### src/sv/sobel_edge_magnitude_macros.svh
// Assertion macros for the edge magnitude RTL.
// Included by the top level, which carries the concurrent checks; needs nothing else.
`ifndef SOBEL_EDGE_MAGNITUDE_MACROS_SVH
`define SOBEL_EDGE_MAGNITUDE_MACROS_SVH

// Same-cycle implication, checked at every rising clock edge outside reset
`define SBM_ASSERT_NOW(label, clk, rst, ante, cons, msg) \
   label: assert property (@(posedge clk) disable iff (rst) (ante) |-> (cons)) \
      else $error(msg);

// Next-cycle implication, checked at every rising clock edge outside reset
`define SBM_ASSERT_NEXT(label, clk, rst, ante, cons, msg) \
   label: assert property (@(posedge clk) disable iff (rst) (ante) |=> (cons)) \
      else $error(msg);

`endif

### src/sv/sbm_pkg.sv
// Package for the Sobel edge magnitude block: constants, register codes, types.
// No dependencies; used by the column cell, gradient and top level, and by the testbench.
`default_nettype none

package sbm_pkg;

   // Field widths
   localparam int PIXEL_BITS     = 8;
   localparam int COORD_BITS     = 12;
   localparam int CFG_FIELD_BITS = 13;

   // Gray conversion weights, sum is taken >> 8
   localparam logic [7:0] GRAY_R_WEIGHT = 8'd77;
   localparam logic [7:0] GRAY_G_WEIGHT = 8'd150;
   localparam logic [7:0] GRAY_B_WEIGHT = 8'd29;

   // Saturation limit of the magnitude
   localparam logic [PIXEL_BITS-1:0] MAG_MAX = 8'd255;

   // Frame geometry
   localparam int DEFAULT_MAX_WIDTH  = 4096;
   localparam int HEIGHT_LIMIT       = 4096;
   localparam int MIN_FRAME_SIZE     = 3;
   localparam int FRAME_WIDTH_RESET  = 640;
   localparam int FRAME_HEIGHT_RESET = 480;

   // Register codes (word index on the configuration port)
   typedef enum logic {
      REG_FRAME_WIDTH  = 1'b0,
      REG_FRAME_HEIGHT = 1'b1
   } csr_index_type;

   // One column of the 3x3 window
   typedef struct packed {
      logic [PIXEL_BITS-1:0] bot;
      logic [PIXEL_BITS-1:0] mid;
      logic [PIXEL_BITS-1:0] top;
   } column_type;

endpackage

`default_nettype wire

### src/sv/sbm_column_cell.sv
// One window cell: holds a gray column (top, mid, bottom) and hands it on.
// Depends on sbm_pkg for column_type.
`default_nettype none

module sbm_column_cell
   import sbm_pkg::*;
(
   input  wire logic       clock,
   input  wire logic       reset,
   input  wire logic       shift_en,
   input  wire column_type load_column,
   output column_type      held_column
);

   column_type col_ff;
   column_type col_in;

   // Take the neighbor's column whenever the window moves
   always_comb begin
      col_in = col_ff;
      if (shift_en) begin
         col_in = load_column;
      end
   end

   always_ff @(posedge clock) begin
      if (reset) begin
         col_ff <= '0;
      end else begin
         col_ff <= col_in;
      end
   end

   assign held_column = col_ff;

endmodule

`default_nettype wire

### config.mk
export PLATFORM = sky130hd
export DESIGN_NAME = sbm_column_cell
export DESIGN_NICKNAME = d
export VERILOG_FILES = /design/src/sv/sobel_edge_magnitude_macros.svh /design/src/sv/sbm_pkg.sv /design/src/sv/sbm_column_cell.sv
export SDC_FILE = /design/constraint.sdc
export NUM_CORES = 1
export LEC_CHECK = 0
export BUFFER_PORTS_ARGS = -buffer_cell sky130_fd_sc_hd__buf_4
export CAP_MARGIN = 20
export CORE_UTILIZATION = 47
export CTS_BUF_LIST = sky130_fd_sc_hd__clkbuf_4 sky130_fd_sc_hd__clkbuf_8
export DETAILED_ROUTE_END_ITERATION = 7
export PLACE_DENSITY = 0.85
export RECOVER_POWER = 100
export SYNTH_ARGS = -nofsm -noshare
export SYNTH_HDL_FRONTEND = slang
export SYNTH_SLANG_ARGS = --single-unit
### constraint.sdc
create_clock -name clock -period 1.7 [get_ports clock]
set_clock_uncertainty 0.2 [all_clocks]
set_input_delay 0.425 -clock clock [delete_from_list [all_inputs] [get_ports clock]]
set_output_delay 0.425 -clock clock [all_outputs]
set_load 0.02 [all_outputs]
==> metrics.csv <==
metric,value,unit
hp-class,input port to flip-flop,
finalCritPeriodShare,90.6,%
crit_path_max_incr_delay,0.37,ns
cts_buffer_depth,2,
cts_setup_buffers,0,
critPathLaunchType,flip-flop,
cts_tree,done,
final_area,1160,um^2
ys_ff_latch,24,
rsz0062_at_grt,no,
ys_async_sr_fraction,0,%
vdd_drop_max,0.590,mV
hold_depth,3,
ioPinCount,51,
synthToLayoutAreaGrowth,33.5,%
antenna_found_initial,0,
grt_pass1_vias,671,
syn_nets,104,
synth.avg_cell_area,11.3,um^2
syn_area,870,um^2
max_freq,650,MHz
synthesis.instances,77,
setup_violations,0,
clock_latency,0.31,ns
maxCapViolCount,0,
grt_pass1_wl,2690,um
synth.top_cell.area_share,55.3,%
relSlewSlack,50.7,%
final_nets,154,
numCtsBuffers,3,
vias,712,
drt_iter0_drc,12,
synth_area_leaders,"dfxtp_1 55%, mux2i_1 28%, nor2_1 10%, buf_12 4.6%, buf_6 1.3%",
yosysTopAreaCell,dfxtp_1,
yosys_warnings,0,
die-height,45.0,um
drt-vias-per-instance,4.72,
synth.distinct_cells,6,
routedWlPerCell,11.5,um
critical_path_depth,1,
ant_nets,0,
grt_busiest_layer,met2,
synth_edf_count,0,
slew_violations,0,
use_met3,4.80,%
critPathTopFamily,flip-flops,
io_buffers,50,
clkSinkCount,24,
postCtsResizedCells,0,
critPathKind,flip-flop to output port,
hold_viol,0,
crit_buf_inv,1,
rr_worst_depth,2,
drive_gt1_share,23.8,%
cellPowerDensity,938,nW/um^2
met2_usage,35.1,%
die_x,45.0,um
worst_pin_slew,0.740,ns
postCtsHoldBufs,0,
crit_required,1.07,ns
firstDrtPassIters,2,
tns,0,ns
endpoint_kind,output port,
synth_commonest_cells,"24 x dfxtp_1, 24 x mux2i_1, 24 x nor2_1",
cp_max_fo,2,
clk_pin_slew,0.12,ns
path_cells,clkbuf_1,
multi_input_area,330,um^2
grt_remaining_overflow,0,
drc,0,
rows,15,
grtUsageTotal,18.8,%
cp.arrival,0.91,ns
gr-usage-met1,19.2,%
ff_latch_area,480,um^2
cts_root_buffer,clkbuf_4,
initial_core_util,50.4,%
largest_register_ffs,24,
place_area,1220,um^2
period_needed,1.54,ns
wl,1740,um
worst_hold_slack,0.138,ns
htree_levels,1,
antenna_cells,0,
die_area,2030,um^2
grt_max_degree,25,
cp_slowest_cell,dfxtp_1,
yosysSeqAreaShare,55.3,%
gp_congestion,0.642,
synth_ff_type,dfxtp_1,
p_leak,0.557,nW
fillers,185,
outcome,completed,
core_area,1730,um^2
## path summary, 6_finish.rpt
check / start / endpoint / slack, ns
min reg2reg: held_column[9]$_SDFFE_PP0P_ / held_column[9]$_SDFFE_PP0P_ / 0.30
max reg2reg: held_column[23]$_SDFFE_PP0P_ / held_column[23]$_SDFFE_PP0P_ / 0.87
max: held_column[18]$_SDFFE_PP0P_ / held_column[18] / 0.16
min: load_column[9] / held_column[9]$_SDFFE_PP0P_ / 0.14
## metal layers
| metal | vias up | wire length (um) |
|---|---|---|
| met2 | 23 | 952 |
| met5 | - | 0 |
| met1 | 335 | 664 |
| met3 | 5 | 79 |
| met4 | 0 | 40 |
| li1 | 349 | - |
## metrics by stage
step	setup slack (ns)	total power, mW	util (%)	instances
after global routing	0.110	1.14	67.2	151
after floorplan	0.482	0.742	-	77
after CTS	0.230	1.13	72.6	151
final	0.160	1.09	67.2	151
after detailed placement	0.283	0.839	70.5	147
after global placement	0.330	0.832	70.5	147
## area by class of cell
class	instances	share of cell area (%)
Clock buffer	4	3.13
Multi-Input combinational cell	48	28.4
Sequential cell	24	41.4
Tap cell	25	2.69
Timing Repair Buffer	50	24.4
## power breakdown
| part | internal (mW) | switching [mW] | total (mW) | leakage, nW |
|---|---|---|---|---|
| registers | 0.596 | 0.0165 | 0.612 | 0.198 |
| clock network | 0.131 | 0.161 | 0.292 | 0.0210 |
| logic | 0.0831 | 0.101 | 0.184 | 0.338 |
## cells by family (layout without fill, tap and decap cells)
group,after synthesis,after routing,share of synthesized area [%]
AND/OR/NAND/NOR,24,24,10.4
flip-flops,24,24,55.3
buffers and inverters,5,54,6.76
multiplexers,24,24,27.6
## worst min-delay path, delay by kind of cell
family	cells	cell delay (ns)
buffers and inverters	1	0.08
AND/OR/NAND/NOR	1	0.07
multiplexers	1	0.05
## cells in the final DEF (no fill, tap or decap)
master and count:
buf_4 25, clkbuf_1 24, clkbuf_2 1, clkbuf_4 3, clkbuf_8 1, dfxtp_1 24
mux2i_1 24, nor2_1 24
No activity file was read; power rests on OpenSTA's default activity.
