$ cat src/sv/sobel_edge_magnitude_macros.svh
// Assertion macros for the edge magnitude RTL.
// Included by the top level, which carries the concurrent checks; needs nothing else.
`ifndef SOBEL_EDGE_MAGNITUDE_MACROS_SVH
`define SOBEL_EDGE_MAGNITUDE_MACROS_SVH

// Same-cycle implication, checked at every rising clock edge outside reset
`define SBM_ASSERT_NOW(label, clk, rst, ante, cons, msg) \
   label: assert property (@(posedge clk) disable iff (rst) (ante) |-> (cons)) \
      else $error(msg);

// Next-cycle implication, checked at every rising clock edge outside reset
`define SBM_ASSERT_NEXT(label, clk, rst, ante, cons, msg) \
   label: assert property (@(posedge clk) disable iff (rst) (ante) |=> (cons)) \
      else $error(msg);

`endif

$ cat src/sv/sbm_pkg.sv
// Package for the Sobel edge magnitude block: constants, register codes, types.
// No dependencies; used by the column cell, gradient and top level, and by the testbench.
`default_nettype none

package sbm_pkg;

   // Field widths
   localparam int PIXEL_BITS     = 8;
   localparam int COORD_BITS     = 12;
   localparam int CFG_FIELD_BITS = 13;

   // Gray conversion weights, sum is taken >> 8
   localparam logic [7:0] GRAY_R_WEIGHT = 8'd77;
   localparam logic [7:0] GRAY_G_WEIGHT = 8'd150;
   localparam logic [7:0] GRAY_B_WEIGHT = 8'd29;

   // Saturation limit of the magnitude
   localparam logic [PIXEL_BITS-1:0] MAG_MAX = 8'd255;

   // Frame geometry
   localparam int DEFAULT_MAX_WIDTH  = 4096;
   localparam int HEIGHT_LIMIT       = 4096;
   localparam int MIN_FRAME_SIZE     = 3;
   localparam int FRAME_WIDTH_RESET  = 640;
   localparam int FRAME_HEIGHT_RESET = 480;

   // Register codes (word index on the configuration port)
   typedef enum logic {
      REG_FRAME_WIDTH  = 1'b0,
      REG_FRAME_HEIGHT = 1'b1
   } csr_index_type;

   // One column of the 3x3 window
   typedef struct packed {
      logic [PIXEL_BITS-1:0] bot;
      logic [PIXEL_BITS-1:0] mid;
      logic [PIXEL_BITS-1:0] top;
   } column_type;

endpackage

`default_nettype wire

$ cat src/sv/sbm_gradient.sv
// Sobel gradients of a 3x3 window and the saturated |Gx| + |Gy|.
// Depends on sbm_pkg for column_type and the saturation limit.
`default_nettype none

module sbm_gradient
   import sbm_pkg::*;
(
   input  wire column_type             left_column,
   input  wire column_type             center_column,
   input  wire column_type             right_column,
   output logic [PIXEL_BITS-1:0]       magnitude
);

   logic [PIXEL_BITS+1:0] right_sum;
   logic [PIXEL_BITS+1:0] left_sum;
   logic [PIXEL_BITS+1:0] bottom_sum;
   logic [PIXEL_BITS+1:0] top_sum;
   logic [PIXEL_BITS+1:0] abs_gx;
   logic [PIXEL_BITS+1:0] abs_gy;
   logic [PIXEL_BITS+2:0] mag_sum;

   // Weighted 1-2-1 sums of the outer columns and rows
   always_comb begin
      right_sum  = {2'b00, right_column.top} + {1'b0, right_column.mid, 1'b0}
                 + {2'b00, right_column.bot};
      left_sum   = {2'b00, left_column.top} + {1'b0, left_column.mid, 1'b0}
                 + {2'b00, left_column.bot};
      bottom_sum = {2'b00, left_column.bot} + {1'b0, center_column.bot, 1'b0}
                 + {2'b00, right_column.bot};
      top_sum    = {2'b00, left_column.top} + {1'b0, center_column.top, 1'b0}
                 + {2'b00, right_column.top};
   end

   // Absolute differences, then saturating sum
   always_comb begin
      abs_gx  = (right_sum >= left_sum) ? right_sum - left_sum : left_sum - right_sum;
      abs_gy  = (bottom_sum >= top_sum) ? bottom_sum - top_sum : top_sum - bottom_sum;
      mag_sum = {1'b0, abs_gx} + {1'b0, abs_gy};
      if (mag_sum > {3'b000, MAG_MAX}) begin
         magnitude = MAG_MAX;
      end else begin
         magnitude = mag_sum[PIXEL_BITS-1:0];
      end
   end

endmodule

`default_nettype wire

$ cat config.mk
export PLATFORM = sky130hd
export DESIGN_NAME = sbm_gradient
export DESIGN_NICKNAME = d
export VERILOG_FILES = /design/src/sv/sobel_edge_magnitude_macros.svh /design/src/sv/sbm_pkg.sv /design/src/sv/sbm_gradient.sv
export SDC_FILE = /design/constraint.sdc
export NUM_CORES = 1
export LEC_CHECK = 0
export ABC_AREA = 1
export BUFFER_PORTS_ARGS = -buffer_cell sky130_fd_sc_hd__buf_2
export CAP_MARGIN = 40
export CORE_UTILIZATION = 30
export DETAILED_ROUTE_END_ITERATION = 8
export PLACE_DENSITY_LB_ADDON = 0.1
export SLEW_MARGIN = 20
export SYNTH_ARGS = -nofsm -noshare
export SYNTH_HDL_FRONTEND = slang
export SYNTH_SLANG_ARGS = --single-unit
export TNS_END_PERCENT = 5
$ cat constraint.sdc
create_clock -name vclk -period 6.09
set_clock_uncertainty 0.1 [all_clocks]
set_input_delay 0.9135 -clock vclk [all_inputs]
set_output_delay 0.9135 -clock vclk [all_outputs]
set_load 0.02 [all_outputs]
==> run summary, run 1 <==
status: finished with violations
failing checks: setup timing
GRT Util Overall: 0.179
WP data arrival: 5280 ps
DR vias: 5438
slowest cell on the critical path: fa_1
Syn Area/Cell: 5.90 um^2
crit-path max FO: 8
first-iteration detailed-routing DRC count: 135
Mapped Area: 0.00495 mm^2
total gr overflow: 0
Seq Cell Count: 0
crit-path most repeated cell: nand3_2
# clk buffers: 0
DR WL/cell: 11.4 um
die height: 130 um
Die ar.: 0.0170 mm^2
Final Setup Violations: 8
Worst Hold Class: in2out
I/O Pins: 80
FF+latch area: 0 um^2
WHS: 2680 ps
dpl cell area: 0.00678 mm^2
maximum operating frequency: 159 MHz
Final min period: 6290 ps
Final Hold Viols: 0
drt total wl: 14.7 mm
Buffers & Inverters on Critical Path: 9
Crit. Startpoint: left_column[17]
antenna viol nets, final: 0
CP Class: in2out
vias per cell: 4.24
vias in the first global route: 5275
crit path launch type: input pin
Ant. Diodes: 0
Critical Path RT: 5080 ps
most common cell after layout, fill and taps aside: nand2_1
synth warn: 0
drt pass-1 iters: 4
Hold Buf Count CTS: 0
Layout area overhead: 53.9%
DP Worst Slack: -616 ps
Critical Path End Type: primary output
pin count of the biggest net entering global routing: 9
Port Buf Inserts: 72
die width: 130 um
# rows: 46
initial antenna violation count: 1
Hold Startpoint: left_column[16]
crit-path leading delay family: adder cells
Fillers: 1758
Yosys cell types: 25
share of cells above drive strength 1: 0.368
nets: 1263
post-synthesis sequential area ratio: 0
Post-Syn Nets: 1032
RSZ-0062 raised after global routing: true
Tightest Pin Transition: 304 ps
final instance area: 0.00761 mm^2
final worst-path cycle share: 1.03
Max-Cap Viols: 0
met2 Track Usage GR: 0.332
grt peak-use layer: met2
DP HPWL: 13.2 mm
Rel. slew slack: 0.796
Final Slew Violations: 0
grt met3 use: 0.00570
detailed-route DRC error count: 0
CORE AREA: 0.0160 mm^2
Post-Syn Instances: 839
final worst slack: -199 ps
commonest cells after routing, fill and taps aside: nand2_1, inv_1, buf_4
RD Place Congestion: 0.870
Initial Util: 0.309
first-pass GRT wire length: 24.4 mm
met1 Usage GRT: 0.244
CP max stage delay: 520 ps
[cell families after synthesis]
family / count (synthesis) / synth area share
AO/OA/AOI/OAI: 62 / 0.0690
XOR/XNOR: 34 / 0.0602
adder cells (fa/ha/maj): 121 / 0.362
buffers and inverters: 211 / 0.163
AND/OR/NAND/NOR: 411 / 0.345
[cells in the mapped netlist]
library cell | n | area [um^2]
xor2_1 | 25 | 219
nand3_1 | 61 | 305
fa_1 | 37 | 741
nand4_1 | 17 | 106
o21a_1 | 1 | 7.51
a21oi_1 | 46 | 230
o21bai_1 | 2 | 15.0
nor2_1 | 40 | 150
nor3_1 | 4 | 20.0
nand2_1 | 275 | 1030
xnor2_1 | 9 | 78.8
o21ai_0 | 5 | 25.0
or2_2 | 4 | 25.0
buf_4 | 2 | 15.0
o211ai_1 | 4 | 30.0
ha_1 | 84 | 1050
buf_2 | 1 | 5.00
buf_6 | 1 | 11.3
a21oi_2 | 3 | 26.3
inv_1 | 207 | 777
and3_1 | 1 | 6.26
nand4_2 | 1 | 12.5
nor2_2 | 6 | 37.5
a21o_1 | 1 | 7.51
nand2_2 | 2 | 12.5
[final timing paths]
path                            to  slack [ps]  depth (start not counted)
worst max-delay path  magnitude[2]        -200                         31
worst min-delay path  magnitude[0]        2680                          8
[stage by stage]
stage / setup TNS [ps] / cells / utilization
finish: -1550 / 1284 / 0.476
global route: -3550 / 1284 / 0.476
CTS: -1630 / 1275 / 0.458
detailed placement: -4860 / 1266 / 0.424
global placement: -4670 / 1266 / 0.424
floorplan: 0 / 839 / -
[final cells by class]
type / count / area [um^2] / share of cell area
well taps: 216 / 270 / 0.0355
multi-input cells: 628 / 4860 / 0.639
inverters: 207 / 790 / 0.104
repair buffers: 233 / 1690 / 0.222
[per-layer routing]
metal / up-vias / wire [um]
met4: 2 / 1
met5: - / 11
met1: 2334 / 7180
met2: 82 / 7130
li1: 3018 / -
met3: 2 / 352
[timing repair]
action,in CTS,in global routing
pin swaps,71,48
setup buffers,9,9
endpoints found under the setup margin,8,8
gates resized for setup,128,50
hold endpoints to repair,0,0
Power of run 1 is left out: the tool's default activity adds up to more than one toggle a clock period on the data nets, which glitch-free logic cannot reach.
==> inputs of run 2 (changes only) <==
--- a/config.mk
+++ b/config.mk
@@ -11,6 +11,7 @@
 export CORE_UTILIZATION = 30
 export DETAILED_ROUTE_END_ITERATION = 8
 export PLACE_DENSITY_LB_ADDON = 0.1
+export REMOVE_ABC_BUFFERS = 1
 export SLEW_MARGIN = 20
 export SYNTH_ARGS = -nofsm -noshare
 export SYNTH_HDL_FRONTEND = slang
==> run 2 against run 1 <==
The run still ends with setup timing left. Worst setup slack got worse by 91 ps. Critical path type unchanged. Maximum frequency fell by 1.4%. Flip-flop and latch count is the same.
==> run summary, run 2 (synthesis results as in run 1) <==
DP HPWL: 13.3 mm
failing checks: setup timing
detailed-route DRC error count: 0
GRT Util Overall: 0.176
first-iteration detailed-routing DRC count: 138
commonest cells after routing, fill and taps aside: nand2_1, inv_1, buf_4
I/O Pins: 80
Hold Buf Count CTS: 0
Fillers: 1752
CORE AREA: 0.0160 mm^2
Initial Util: 0.309
Tightest Pin Transition: 389 ps
die height: 130 um
vias per cell: 4.22
placed cells: 1277
nets: 1265
Final Slew Violations: 0
share of cells above drive strength 1: 0.331
maximum operating frequency: 157 MHz
most common cell after layout, fill and taps aside: nand2_1
CP Class: in2out
initial antenna violation count: 0
Seq Cell Count: 0
antenna viol nets, final: 0
status: finished with violations
crit-path most repeated cell: nand2_1
pin count of the biggest net entering global routing: 15
crit-path max FO: 8
Layout area overhead: 50.6%
Max-Cap Viols: 0
FF+latch area: 0 um^2
drt pass-1 iters: 4
Rel. slew slack: 0.740
Die ar.: 0.0170 mm^2
Worst Hold Class: in2out
drt total wl: 14.9 mm
total gr overflow: 0
Critical Path RT: 5080 ps
Final Hold Viols: 0
# rows: 46
CP max stage delay: 430 ps
Final min period: 6380 ps
vias in the first global route: 5117
final worst slack: -290 ps
crit path launch type: input pin
Port Buf Inserts: 72
DR vias: 5426
fin cells: 1286
RSZ-0062 raised after global routing: true
RD Place Congestion: 0.877
DR WL/cell: 11.6 um
WP data arrival: 5370 ps
Ant. Diodes: 0
Final Setup Violations: 8
final worst-path cycle share: 1.05
die width: 130 um
first-pass GRT wire length: 23.7 mm
slowest cell on the critical path: fa_1
# clk buffers: 0
Critical Path End Type: primary output
area of the multi-input gates: 0.00470 mm^2
-- run 2: worst paths after layout --
kind,startpoint,end,cells past startpoint
max,left_column[1],magnitude[3],34
min,left_column[0],magnitude[0],8
-- run 2: what timing repair did --
| action | 4_1_cts | 5_1_grt |
|---|---|---|
| pin swaps | 10 | 55 |
| setup endpoints to repair | 8 | 8 |
| gates resized for setup | 23 | 126 |
| buffers inserted | 2 | 6 |
| gates cloned | 0 | 1 |
-- run 2: final cells by class --
cell class,count,share of cell area
Tap cell,216,0.0363
Inverter,207,0.105
Multi-Input combinational cell,628,0.631
Timing Repair Buffer,235,0.227
-- run 2: worst max-delay path, delay by kind of cell --
family                     cells  cell delay, ps
adders and majority gates      5            1590
buffers and inverters         11             950
and+or+nand+nor               15            1480
AOI/OAI and AO/OA              3             410
-- run 2: metrics by stage --
stage | setup TNS (ps) | worst slack [ps] | utilization | hold WS (ps) | instance area, um^2
2_1_floorplan | -1740 | -217 | - | 2410 | 4920
3_3_place_gp | -5170 | -649 | 0.420 | 2680 | 6730
3_5_place_dp | -5740 | -730 | 0.420 | 2690 | 6730
4_1_cts | -3360 | -429 | 0.428 | 2700 | 6850
5_1_grt | -4500 | -581 | 0.466 | 2750 | 7450
6_report | -2180 | -290 | 0.466 | 2690 | 7450
-- run 2: layer usage --
| metal | GRT usage | vias to the layer above | share of wire |
|---|---|---|---|
| met4 | 0 | 0 | 0 |
| met3 | 0.00244 | 0 | 0.023 |
| met5 | 0 | - | 0 |
| met1 | 0.241 | 2322 | 0.50 |
| met2 | 0.329 | 77 | 0.48 |
| li1 | - | 3027 | - |
Power of run 2 is left out for the same reason.
==> inputs of run 3 (changes only) <==
--- a/config.mk
+++ b/config.mk
@@ -8,6 +8,7 @@
 export ABC_AREA = 1
 export BUFFER_PORTS_ARGS = -buffer_cell sky130_fd_sc_hd__buf_2
 export CAP_MARGIN = 40
+export CORE_MARGIN = 4
 export CORE_UTILIZATION = 30
 export DETAILED_ROUTE_END_ITERATION = 8
 export PLACE_DENSITY_LB_ADDON = 0.1
==> run 3 against run 2 <==
The flow still finishes with violations (setup timing). Worst setup slack got worse by 62 ps. Worst hold slack got worse by 38 ps. First-iteration DRC count grew 14%. Maximum frequency fell by 0.96%. Critical path type unchanged.
==> run summary, run 3 (synthesis results as in run 1) <==
crit-path leading delay family: simple AND/OR/NAND/NOR gates
share of cells above drive strength 1: 0.319
Layout area overhead: 48.6%
Critical Path RT: 5080 ps
die width: 136 um
most common cell after layout, fill and taps aside: nand2_1
drt total wl: 14.8 mm
detailed-route DRC error count: 0
crit-path max FO: 8
Port Buf Inserts: 72
failing checks: setup timing
Final Slew Violations: 0
total gr overflow: 0
vias per cell: 4.15
crit path launch type: input pin
# rows: 46
Rel. slew slack: 0.813
Max-Cap Viols: 0
CORE AREA: 0.0160 mm^2
nets: 1269
antenna viol nets, final: 0
GRT Util Overall: 0.162
Fillers: 1734
pin count of the biggest net entering global routing: 15
Initial Util: 0.309
die height: 136 um
RD Place Congestion: 0.851
RSZ-0062 raised after global routing: true
final worst slack: -352 ps
DR vias: 5354
CP max stage delay: 430 ps
Final Setup Violations: 8
maximum operating frequency: 155 MHz
met2 Track Usage GR: 0.286
drt pass-1 iters: 7
area of the multi-input gates: 0.00456 mm^2
final setup TNS: -2670 ps
Die ar.: 0.0186 mm^2
initial antenna violation count: 0
final worst-path cycle share: 1.06
fin cells: 1290
FF+latch area: 0 um^2
commonest cells after routing, fill and taps aside: nand2_1, inv_1, buf_4
I/O Pins: 80
WP data arrival: 5430 ps
met1 Usage GRT: 0.237
placed cells: 1277
Ant. Diodes: 0
Seq Cell Count: 0
slowest cell on the critical path: fa_1
vias in the first global route: 5395
DP HPWL: 13.4 mm
first-pass GRT wire length: 25.0 mm
Critical Path End Type: primary output
grt met3 use: 0.00407
# clk buffers: 0
Worst Hold Class: in2out
CP Class: in2out
grt peak-use layer: met2
Final min period: 6440 ps
Tightest Pin Transition: 281 ps
Final Hold Viols: 0
DR WL/cell: 11.5 um
first-iteration detailed-routing DRC count: 157
crit-path most repeated cell: nand2_1
Buffers & Inverters on Critical Path: 11
status: finished with violations
run 3: cell count changes in the layout (fill, tap and decap cells not counted), sizes merged:
| cell | previous run | this run |
|---|---|---|
| buf | 234 | 238 |
run 3: layout make-up:
type	instances	share of cell area
multi-input combinational	628	0.620
timing repair buffer	239	0.237
inverter	207	0.106
tap	216	0.0368
run 3: repair_timing:
item,4_1_cts,5_1_grt
gates cloned,0,1
hold buffers,0,0
gates resized for setup,29,100
setup endpoints to repair,8,8
setup buffers,2,10
endpoints found under the hold margin,0,0
pin swaps,13,51
run 3: final timing paths:
| kind | cells past startpoint | endpoint | startpoint | slack, ps |
|---|---|---|---|---|
| setup / recovery | 34 | magnitude[6] | left_column[1] | -350 |
| hold / removal | 8 | magnitude[0] | left_column[16] | 2650 |
run 3: tightest hold or removal path, stage by stage:
cell and delay (ps):
buf_2 110, ha_1 150, ha_1 250, inv_1 60
ha_1 140, inv_1 50, nand2_2 50, buf_6 100
run 3: metal layers:
metal | wire length, um | part of all wire | vias to the layer above
met5 | 0 | 0 | -
met1 | 7430 | 0.50 | 2243
met4 | 32 | 0.0022 | 0
met3 | 346 | 0.023 | 2
met2 | 6990 | 0.47 | 79
li1 | - | - | 3030
run 3: metrics by stage:
step	util	area [um^2]	hold WS [ps]	setup WS (ps)
after global placement	0.421	6740	2680	-694
after floorplan	-	4920	2410	-217
after detailed placement	0.421	6740	2680	-776
after CTS	0.431	6900	2690	-432
after global routing	0.459	7350	2740	-689
final	0.459	7350	2650	-352
Power of run 3 is left out for the same reason.
